<file path="src/hdl/kolm_pkg.sv">
`timescale 1ns / 1ps
package kolm_pkg;

  localparam int CAP = 32;
  localparam int AW  = $clog2(CAP);
  localparam int PW  = AW + 1;
  localparam logic [PW-1:0] NIL = PW'(CAP);

  localparam logic [2:0] CMD_APPEND  = 3'd0;
  localparam logic [2:0] CMD_PREPEND = 3'd1;
  localparam logic [2:0] CMD_INSERT  = 3'd2;
  localparam logic [2:0] CMD_DELETE  = 3'd3;
  localparam logic [2:0] CMD_UPDATE  = 3'd4;
  localparam logic [2:0] CMD_LIST    = 3'd5;

  localparam logic [2:0] ST_OK      = 3'd0;
  localparam logic [2:0] ST_EXISTS  = 3'd1;
  localparam logic [2:0] ST_ANCMISS = 3'd2;
  localparam logic [2:0] ST_KEYMISS = 3'd3;
  localparam logic [2:0] ST_EMPTY   = 3'd4;
  localparam logic [2:0] ST_FULL    = 3'd5;

  typedef struct packed {
    logic [2:0]         cmd;
    logic signed [31:0] item_key;
    logic signed [31:0] item_value;
    logic signed [31:0] target_key;
  } in_item_t;

  typedef struct packed {
    logic [2:0]         status;
    logic signed [31:0] out_key;
    logic signed [31:0] out_value;
    logic               last;
  } out_item_t;

endpackage

</file>
<file path="src/hdl/keyed_ordered_list_manager.sv">
`timescale 1ns / 1ps
// Walk: a command visits the list one node at a time (S_RD issues the read,
// then S_EV evaluates the registered memory data).
// Throughput: one command at a time; the walk over the single node memory read
// port sets the rate. List emits one item per node; a stalled output holds S_EV.
// Reset: asynchronous, active low; clears node valid bits, head (null), count.
module keyed_ordered_list_manager
  import kolm_pkg::*;
(
  input  logic      clk_i,
  input  logic      rst_ni,
  input  logic      in_valid_i,
  output logic      in_ready_o,
  input  in_item_t  in_item_i,
  output logic      out_valid_o,
  input  logic      out_ready_i,
  output out_item_t out_item_o
);

  // controller states
  localparam logic [2:0] S_IDLE  = 3'd0;
  localparam logic [2:0] S_RD    = 3'd1; // issue node read or end walk
  localparam logic [2:0] S_EV    = 3'd2; // node data valid
  localparam logic [2:0] S_ALLOC = 3'd3; // take lowest free node
  localparam logic [2:0] S_LINK  = 3'd4; // hook new node behind anchor
  localparam logic [2:0] S_STAT  = 3'd5; // emit single status item

  // walk kinds
  localparam logic [1:0] PH_FIND = 2'd0;
  localparam logic [1:0] PH_TAIL = 2'd1;
  localparam logic [1:0] PH_DEL  = 2'd2;
  localparam logic [1:0] PH_LIST = 2'd3;

  // node pool: key/value memory and link memory, one read address shared
  logic [63:0]   data_mem [CAP];
  logic [PW-1:0] link_mem [CAP];

  logic [2:0]    state_q, state_d;
  logic [1:0]    phase_q, phase_d;
  logic [2:0]    cmd_q, cmd_d, status_q, status_d;
  logic [31:0]   ikey_q, ikey_d, ival_q, ival_d, tkey_q, tkey_d;
  logic [PW-1:0] ptr_q, ptr_d, prev_q, prev_d, steps_q, steps_d;
  logic          prevv_q, prevv_d, second_q, second_d;
  logic [PW-1:0] anc_q, anc_d, alink_q, alink_d, new_q, new_d;
  logic [PW-1:0] head_q, head_d, count_q, count_d;
  logic [CAP-1:0] used_q, used_d;
  logic          out_valid_q, out_valid_d;
  out_item_t     out_q, out_d;

  logic [31:0]   rd_key_q, rd_val_q;
  logic [PW-1:0] rd_link_q;

  logic          rd_en;
  logic [AW-1:0] rd_addr;
  logic          dw_en, lw_en;
  logic [AW-1:0] dw_addr, lw_addr;
  logic [63:0]   dw_data;
  logic [PW-1:0] lw_data;

  logic          out_space, match, full;
  logic [31:0]   skey;
  logic [AW-1:0] free_idx;
  logic          free_found;

  function automatic logic node_ok(input logic [PW-1:0] p, input logic [CAP-1:0] u);
    return (p < NIL) && u[p[AW-1:0]];
  endfunction

  // lowest free node
  always_comb begin
    free_idx   = '0;
    free_found = 1'b0;
    for (int i = CAP - 1; i >= 0; i--) begin
      if (!used_q[i]) begin
        free_idx   = AW'(i);
        free_found = 1'b1;
      end
    end
  end

  assign out_space = !out_valid_q || out_ready_i;
  assign skey = (second_q || cmd_q == CMD_APPEND || cmd_q == CMD_PREPEND) ? ikey_q : tkey_q;
  assign match = (rd_key_q == skey);
  assign full = (count_q >= NIL) || !free_found;

  always_comb begin
    state_d = state_q;   phase_d = phase_q;   cmd_d = cmd_q;   status_d = status_q;
    ikey_d = ikey_q;     ival_d = ival_q;     tkey_d = tkey_q;
    ptr_d = ptr_q;       prev_d = prev_q;     steps_d = steps_q;
    prevv_d = prevv_q;   second_d = second_q;
    anc_d = anc_q;       alink_d = alink_q;   new_d = new_q;
    head_d = head_q;     count_d = count_q;   used_d = used_q;
    out_valid_d = out_valid_q && !out_ready_i;
    out_d = out_q;
    rd_en = 1'b0;  rd_addr = ptr_q[AW-1:0];
    dw_en = 1'b0;  dw_addr = ptr_q[AW-1:0];  dw_data = {tkey_q, ival_q};
    lw_en = 1'b0;  lw_addr = ptr_q[AW-1:0];  lw_data = NIL;

    case (state_q)
      S_IDLE: begin
        if (in_valid_i) begin
          cmd_d    = in_item_i.cmd;
          ikey_d   = in_item_i.item_key;
          ival_d   = in_item_i.item_value;
          tkey_d   = in_item_i.target_key;
          ptr_d    = head_q;
          steps_d  = '0;
          prevv_d  = 1'b0;
          second_d = 1'b0;
          case (in_item_i.cmd)
            CMD_APPEND, CMD_PREPEND, CMD_INSERT, CMD_UPDATE: begin
              phase_d = PH_FIND;
              state_d = S_RD;
            end
            CMD_DELETE, CMD_LIST: begin
              phase_d = (in_item_i.cmd == CMD_DELETE) ? PH_DEL : PH_LIST;
              if (!node_ok(head_q, used_q)) begin
                status_d = ST_EMPTY;
                state_d  = S_STAT;
              end else begin
                state_d = S_RD;
              end
            end
            default: state_d = S_IDLE; // unused codes: no item out
          endcase
        end
      end
      S_RD: begin
        if (!node_ok(ptr_q, used_q) || steps_q > NIL) begin
          case (phase_q)
            PH_FIND: begin
              if (cmd_q == CMD_UPDATE) begin
                status_d = ST_KEYMISS;
                state_d  = S_STAT;
              end else if (cmd_q == CMD_INSERT && !second_q) begin
                status_d = ST_ANCMISS;
                state_d  = S_STAT;
              end else begin
                state_d = S_ALLOC;
              end
            end
            PH_TAIL: begin
              // list was empty before this append
              head_d   = new_q;
              status_d = ST_OK;
              state_d  = S_STAT;
            end
            PH_DEL: begin
              status_d = ST_KEYMISS;
              state_d  = S_STAT;
            end
            default: state_d = S_IDLE;
          endcase
        end else begin
          rd_en   = 1'b1;
          state_d = S_EV;
        end
      end
      S_EV: begin
        case (phase_q)
          PH_FIND: begin
            if (match) begin
              if (cmd_q == CMD_UPDATE) begin
                dw_en    = 1'b1;
                dw_data  = {tkey_q, ival_q};
                status_d = ST_OK;
                state_d  = S_STAT;
              end else if (cmd_q == CMD_INSERT && !second_q) begin
                // anchor found; now check the new key
                anc_d    = ptr_q;
                alink_d  = rd_link_q;
                second_d = 1'b1;
                ptr_d    = head_q;
                steps_d  = '0;
                state_d  = S_RD;
              end else begin
                status_d = ST_EXISTS;
                state_d  = S_STAT;
              end
            end else begin
              ptr_d   = rd_link_q;
              steps_d = steps_q + 1'b1;
              state_d = S_RD;
            end
          end
          PH_TAIL: begin
            if (node_ok(rd_link_q, used_q) && steps_q < NIL) begin
              ptr_d   = rd_link_q;
              steps_d = steps_q + 1'b1;
              state_d = S_RD;
            end else begin
              if (ptr_q == new_q) begin
                head_d = new_q;
              end else begin
                lw_en   = 1'b1;
                lw_data = new_q;
              end
              status_d = ST_OK;
              state_d  = S_STAT;
            end
          end
          PH_DEL: begin
            if (rd_key_q == tkey_q) begin
              if (prevv_q) begin
                lw_en   = 1'b1;
                lw_addr = prev_q[AW-1:0];
                lw_data = rd_link_q;
              end else begin
                head_d = rd_link_q;
              end
              used_d[ptr_q[AW-1:0]] = 1'b0;
              if (count_q != '0) count_d = count_q - 1'b1;
              status_d = ST_OK;
              state_d  = S_STAT;
            end else begin
              prev_d  = ptr_q;
              prevv_d = 1'b1;
              ptr_d   = rd_link_q;
              steps_d = steps_q + 1'b1;
              state_d = S_RD;
            end
          end
          default: begin // list
            if (out_space) begin
              out_valid_d       = 1'b1;
              out_d.status      = ST_OK;
              out_d.out_key     = rd_key_q;
              out_d.out_value   = rd_val_q;
              out_d.last        = !node_ok(rd_link_q, used_q) || (steps_q + 1'b1 >= NIL);
              if (out_d.last) begin
                state_d = S_IDLE;
              end else begin
                ptr_d   = rd_link_q;
                steps_d = steps_q + 1'b1;
                state_d = S_RD;
              end
            end
          end
        endcase
      end
      S_ALLOC: begin
        if (full) begin
          status_d = ST_FULL;
          state_d  = S_STAT;
        end else begin
          used_d[free_idx] = 1'b1;
          count_d = count_q + 1'b1;
          new_d   = {1'b0, free_idx};
          dw_en   = 1'b1;
          dw_addr = free_idx;
          dw_data = {ikey_q, ival_q};
          lw_en   = 1'b1;
          lw_addr = free_idx;
          case (cmd_q)
            CMD_PREPEND: begin
              lw_data  = head_q;
              head_d   = {1'b0, free_idx};
              status_d = ST_OK;
              state_d  = S_STAT;
            end
            CMD_INSERT: begin
              lw_data = alink_q;
              state_d = S_LINK;
            end
            default: begin // append: walk to tail
              lw_data = NIL;
              phase_d = PH_TAIL;
              ptr_d   = head_q;
              steps_d = '0;
              state_d = S_RD;
            end
          endcase
        end
      end
      S_LINK: begin
        lw_en    = 1'b1;
        lw_addr  = anc_q[AW-1:0];
        lw_data  = new_q;
        status_d = ST_OK;
        state_d  = S_STAT;
      end
      S_STAT: begin
        if (out_space) begin
          out_valid_d     = 1'b1;
          out_d.status    = status_q;
          out_d.out_key   = '0;
          out_d.out_value = '0;
          out_d.last      = 1'b1;
          state_d         = S_IDLE;
        end
      end
      default: state_d = S_IDLE;
    endcase
  end

  always_ff @(posedge clk_i or negedge rst_ni) begin
    if (!rst_ni) begin
      state_q     <= S_IDLE;
      head_q      <= NIL;
      count_q     <= '0;
      used_q      <= '0;
      out_valid_q <= 1'b0;
    end else begin
      state_q     <= state_d;
      head_q      <= head_d;
      count_q     <= count_d;
      used_q      <= used_d;
      out_valid_q <= out_valid_d;
    end
  end

  always_ff @(posedge clk_i) begin
    phase_q  <= phase_d;   cmd_q   <= cmd_d;   status_q <= status_d;
    ikey_q   <= ikey_d;    ival_q  <= ival_d;  tkey_q   <= tkey_d;
    ptr_q    <= ptr_d;     prev_q  <= prev_d;  steps_q  <= steps_d;
    prevv_q  <= prevv_d;   second_q <= second_d;
    anc_q    <= anc_d;     alink_q <= alink_d; new_q    <= new_d;
    out_q    <= out_d;
  end

  // node memories, read data registered
  always_ff @(posedge clk_i) begin
    if (dw_en) data_mem[dw_addr] <= dw_data;
    if (lw_en) link_mem[lw_addr] <= lw_data;
    if (rd_en) begin
      {rd_key_q, rd_val_q} <= data_mem[rd_addr];
      rd_link_q            <= link_mem[rd_addr];
    end
  end

  assign in_ready_o  = (state_q == S_IDLE);
  assign out_valid_o = out_valid_q;
  assign out_item_o  = out_q;

  // count tracks the valid bits
  a_count: assert property (@(posedge clk_i) disable iff (!rst_ni)
    $countones(used_q) == int'(count_q))
    else $error("node count out of step with valid bits");

  // memory read never overlaps a write in the same cycle
  a_no_rw: assert property (@(posedge clk_i) disable iff (!rst_ni)
    rd_en |-> !(dw_en || lw_en))
    else $error("read issued during write");

  // head is either null or a live node when idle
  a_head: assert property (@(posedge clk_i) disable iff (!rst_ni)
    (state_q == S_IDLE) |-> (head_q == NIL || node_ok(head_q, used_q)))
    else $error("head points at a free node");

  // evaluate follows a read issue, or holds while a list item waits
  a_ev: assert property (@(posedge clk_i) disable iff (!rst_ni)
    (state_q == S_EV) |-> $past(rd_en || state_q == S_EV))
    else $error("node data used without a read");

endmodule

</file>
<file path="config.mk">
export PLATFORM = sky130hd
export DESIGN_NAME = keyed_ordered_list_manager
export DESIGN_NICKNAME = d
export VERILOG_FILES = /design/src/hdl/kolm_pkg.sv /design/src/hdl/keyed_ordered_list_manager.sv
export SDC_FILE = /design/constraint.sdc
export NUM_CORES = 2
export LEC_CHECK = 0
export ABC_AREA = 1
export BUFFER_PORTS_ARGS = -buffer_cell sky130_fd_sc_hd__buf_2
export CAP_MARGIN = 20
export CORE_ASPECT_RATIO = 1.1
export CORE_MARGIN = 5
export CORE_UTILIZATION = 55
export DETAILED_ROUTE_END_ITERATION = 12
export GPL_ROUTABILITY_DRIVEN = 0
export PLACE_DENSITY_LB_ADDON = 0.2
export SKIP_CTS_REPAIR_TIMING = 1
export SKIP_LAST_GASP = 1
export SYNTH_ARGS = -nofsm -noshare
export SYNTH_HDL_FRONTEND = slang
export SYNTH_SLANG_ARGS = --single-unit
</file>
<file path="constraint.sdc">
create_clock -name clk_i -period 6 [get_ports clk_i]
set_input_delay 0 -clock clk_i [delete_from_list [all_inputs] [get_ports clk_i]]
set_output_delay 0 -clock clk_i [all_outputs]
set_load 0.005 [all_outputs]
</file>
# Word-level counts from Yosys, hierarchy flattened
# Memories as Yosys holds them, arrays and structs flattened. A register that Yosys moved wholly into a read port is not among the register bits.
# Cells that the tools add are included.
# op_classes
eq_ne	55
mux	208
bitwise_logic	6
n_reduce_logical	51
addsub	3
order_cmp	13
# op_table
op	count
6-bit 2-to-1 mux	37
68-bit 2-to-1 mux	3
5-bit 2-to-1 mux	37
68-bit one-hot mux with 2 select lines	1
32-bit 2-to-1 mux	4
64-bit 2-to-1 mux	2
6-bit one-hot mux with 3 select lines	6
3-bit 2-to-1 mux	26
32-bit == test	2
32-bit one-hot mux with 2 select lines	1
1-bit 2-to-1 mux	62
6-bit one-hot mux with 2 select lines	4
2-bit inequality test (second input constant)	18
32-bit AND	1
32-bit NOT	1
32-bit OR	1
3-bit inequality test (second input constant)	9
3-bit one-hot mux with 3 select lines	3
5-bit by 6-bit < comparator with 1-bit output (second input constant)	4
6-bit < comparator (second input constant)	4
4-bit inequality test (second input constant)	6
10-bit AND reduction	2
3-bit one-hot mux with 2 select lines	3
3-bit one-hot mux with 6 select lines	1
41 further kinds	98
# totals
elab_cells	361
reg_bits	255
out_inout_bits	70
ramBits	2240
memories	2
# mem_list
name	words	word_bits	rd	rd_ports_with_merged_regs	wr	line	rtl
data_mem	32	64	1	1	1	keyed_ordered_list_manager.sv:35	logic [63:0] data_mem [CAP];
link_mem	32	6	1	1	1	keyed_ordered_list_manager.sv:36	logic [PW-1:0] link_mem [CAP];

# Logic depth before layout (Yosys ltp)
# depth
ltp_word	39
ltp_mapped	36

# Least setup slack after synthesis
# Ideal clock, no wire load.
# synth_timing
kind	register to register
startpoint	register state_q[0]
endpoint	register phase_q[0] (enable)
setup_ps	320
period_less_slack_ps	5806
slack_ps	194
t_arrival_ps	5486
n_path_buf	0
path_stages_with_launch	8
t_required_ps	5680
cell_sequence	dfrtp_1 -> nor2_1 -> inv_1 -> nor2_1 -> inv_1 -> nor2_1 -> a21oi_1 -> nor2_1
# synth_between
elab_chain_len	3
word_cells_on_any_way	8
classes_between	eq/ne (5); reduce/logical (3)
# synth_rtl
item	line	rtl
start: declaration	keyed_ordered_list_manager.sv:38	logic [2:0] state_q, state_d;
start signal: assignment	keyed_ordered_list_manager.sv:304	state_q <= state_d;
3-bit logical NOT *	n/a	
via in_ready_o	keyed_ordered_list_manager.sv:13	output logic in_ready_o,
3-bit by 1-bit inequality test with 1-bit output (no line) (tied with other cells)	n/a	
5-bit AND reduction (no line) *	n/a	
end signal: assignment	keyed_ordered_list_manager.sv:313	phase_q <= phase_d; cmd_q <= cmd_d; status_q <= status_d;
end: declaration	keyed_ordered_list_manager.sv:39	logic [1:0] phase_q, phase_d;
# The timed path passes the listed nets; every way through them passes the cells marked *.
# A chain may end at the register's enable or synchronous reset.

# Final worst setup path
# layout_timing
startpoint	register cmd_q[2]
endpoint	memory data_mem[13][2] (enable)
# layout_between
elab_chain_len	10
word_cells_on_any_way	13
classes_between	eq/ne (3); mux (7); reduce/logical (3)
# layout_rtl
item	line	rtl
start: declaration	keyed_ordered_list_manager.sv:40	logic [2:0] cmd_q, cmd_d, status_q, status_d;
start signal: assignment	keyed_ordered_list_manager.sv:313	
3-bit logical NOT	keyed_ordered_list_manager.sv:82	assign skey = (second_q || cmd_q == CMD_APPEND || cmd_q == CMD_PREPEND) ? ikey_q : tkey_q;
1-bit logical OR (2 in a row)	keyed_ordered_list_manager.sv:82	
32-bit 2-to-1 mux	keyed_ordered_list_manager.sv:82	
32-bit == test	keyed_ordered_list_manager.sv:83	assign match = (rd_key_q == skey);
1-bit 2-to-1 mux *	keyed_ordered_list_manager.sv:162	if (match) begin
1-bit 2-to-1 mux *	keyed_ordered_list_manager.sv:160	case (phase_q)
1-bit one-hot mux with 2 select lines *	keyed_ordered_list_manager.sv:99	case (state_q)
1-bit 2-to-1 mux *	keyed_ordered_list_manager.sv:323	if (dw_en) data_mem[dw_addr] <= dw_data;
1-bit 2-to-1 mux (implied by the code) *	keyed_ordered_list_manager.sv:323	
end: declaration	keyed_ordered_list_manager.sv:35	
# Every way passes the cells marked *; elsewhere a longest branch is shown, timed or not.

==> impl_metrics.ini <==
[clocking]
clock_latency_ns = 0.89
cts.path.max_buffers = 3
path_clk_slew_ns = 0.06
numCtsBuffers = 238
cts_tree = done
htreeDepth = 4
clockRootBuffer = clkbuf_16
clock_sinks = 2565

[outcome]
outcome = complete, no violations

[sta]
fmax_ghz = 0.202
min_period_over_period_pct = 82.4
period_needed_ns = 4.95
setup_viol = 0
fin_ws_ns = 1.05
final_max_slew_viol_count = 0
setup_tns_ns = 0
clock_skew_ns = 0.0468
hold_viol_final = 0
slew_headroom_pct = 22.8
worst_pin_slew_ns = 1.15
rsz0062_at_grt = no

[synthesis]
ys_ff_latch = 2565
synth_area_sq_um = 97400
syn_avg_cell_area_sq_um = 15.6
synth_top_area_cell = edfxtp_1
synth_warnings = 0
synth_edf_count = 2517
ys_types = 60
ys_top_cells_by_area = edfxtp_1 (78%), a22oi_1 (8.7%), nand2_1 (4.1%), dfrtp_1 (1.2%), clkbuf_1 (1.1%)
synthArstFlopShare_pct = 1.87
synth_nets = 6373
synth-main-ff-cell = edfxtp_1
synth_cells = 6258
synth-seq-area-share_pct = 78.8
yosys.area.top_type_share_pct = 77.6

[critical_path]
critPathMaxStageDelay_ns = 0.67
critical_path_class = reg -> reg
required_ns = 6.55
crit_fanout = 17
critPathMostFrequentCell = nor2_1
cp_data_arrival_time_ns = 5.49
crit_chain = nor2_1, nor2_1, buf_4, nor4_1, nand3_1, nor2_1, a31oi_1, a2111oi_0, and2_1, nand3_1, nand2_1, inv_1, nor2_1, nand2_1, nor2_4, buf_4
slowest_stage = nor2_4
crit_path_end_kind = flop
cp-start-kind = flop

[floorplan]
fp.dieArea_sq_um = 186000
std_cell_rows = 162
start_util_pct = 55.1
die_w_um = 411
ios = 173
core_sq_um = 177000
die_h_um = 451

[grt]
grt_first_pass_wirelength_um = 392000
antenna_found_initial = 9
overflow = 0
globalRouteTotalUtil_pct = 28.8
grt_pass1_vias = 56600
grt_max_degree = 179

[pwr]
p_per_area_nw_per_um2 = 456
leakagePower_uw = 0.0380
ir_drop_mv = 0.524
power_uw = 51000

[run]
cap_violations = 0

[detailed_routing]
via_per_inst = 6.45
wl_per_cell_um = 29.6
via_count = 59900
dr.pass1.iters = 8
drc_errors = 0
drt-total-wl_um = 275000
detail-route-antenna-nets = 0
drt_iter0_drc = 8490

[place]
place_area_sq_um = 102000
dp_hpwl_um = 157000
io_buffer_count = 172
pre_cts_ws_ns = 1.21
dp_cells = 8644

[finish]
stdcell_count = 9281
syn2layout_area_growth_pct = 14.8
largest-register = data_mem
num-fill-cells = 12600
drive_gt1_share_pct = 11.6
final_area_sq_um = 112000
largest_reg_flops = 2048
nNetsFinal = 6829

[min_path]
min_path_type = in -> reg
==> final timing paths <==
check / depth (start not counted) / end / slack (ns) / start
min reg2reg: 2 / out_item_o[24] / 0.49 / rd_val_q[23]
max reg2reg: 16 / data_mem[13][2] / 1.05 / cmd_q[2]
min in group asynchronous: 4 / count_q[0] / 0.34 / rst_ni
max in group asynchronous: 4 / used_q[4] / 5.20 / rst_ni
min: 5 / out_valid_o / 0.02 / out_ready_i
max: 16 / data_mem[13][2] / 1.05 / cmd_q[2]
==> placed cells by master (no fill, tap or decap), drive strengths merged, types with 101 or more instances in the layout <==
master       Yosys  final
edfxtp        2517   2517
a22oi         1134   1134
nand2         1066   1066
buf             51    364
clkbuf         299    292
inv            202    208
nor2           208    208
dlygate4sd3      0    202
o21ai          117    117
clkinv           1    101
==> power breakdown <==
part / switching (uW) / internal (uW)
Clock: 6510 / 8270
Sequential: 360 / 21200
Combinational: 10800 / 3860
==> logic make-up (layout without fill, tap and decap cells) <==
logic type / Yosys count / after routing / synth area share, %
AOI/OAI and AO/OA: 1630 / 1630 / 12.3
xor gates and xnor gates: 57 / 57 / 0.513
adders and majority gates: 12 / 12 / 0.162
buffers and inverters: 553 / 1196 / 2.15
DFF: 2565 / 2565 / 78.8
muxes: 3 / 3 / 0.0308
other: 0 / 2 / 0
and+or+nand+nor: 1438 / 1438 / 5.95
==> metrics by stage <==
step | hold slack (ns) | util, %
4_1_cts | -0.792 | 62.0
2_1_floorplan | -0.296 | -
3_5_place_dp | 0.164 | 57.8
3_3_place_gp | 0.155 | 57.7
5_1_grt | 0.0170 | 63.2
6_report | 0.0186 | 63.2
==> critical path: cells and delay by family, from the launching register on <==
family	cells	cell delay, ns
AOI/OAI and AO/OA	2	0.52
buffers and inverters	3	0.71
DFF	1	0.43
and+or+nand+nor	11	2.93
==> synth_stat cells, types with 14 or more instances <==
cell,number
a22oi_1,1134
dfrtp_1,47
nand2_1,1052
buf_1,38
a21oi_1,81
a211oi_1,25
edfxtp_1,2517
inv_1,190
nand3_1,64
a22o_1,75
a221oi_1,58
nor3_1,28
nand2_2,14
nand4_1,45
xnor2_1,17
o21ai_0,112
nor2_1,201
clkbuf_1,298
o211ai_1,15
xor2_1,40
o22ai_1,23
a2111o_1,30
a21boi_0,27
==> layer usage <==
metal	up-vias	share of wire [%]	track usage, %
met5	-	0.0047	0
met4	2	3.5	9.33
met3	564	10	5.21
met2	3645	47	44.9
met1	30300	39	41.7
li1	25400	-	-
==> final cells by class <==
cell class	instances	area (sq um)	share of cell area (%)
antenna	2	5.00	0.00448
multi-input combinational	3140	19000	17.0
tap	2378	2980	2.66
timing repair buffer	566	4750	4.25
clock buffer	292	6180	5.53
clock inverter	135	1350	1.21
sequential	2565	76800	68.7
inverter	203	774	0.693
(Power assumes the default switching activity.)
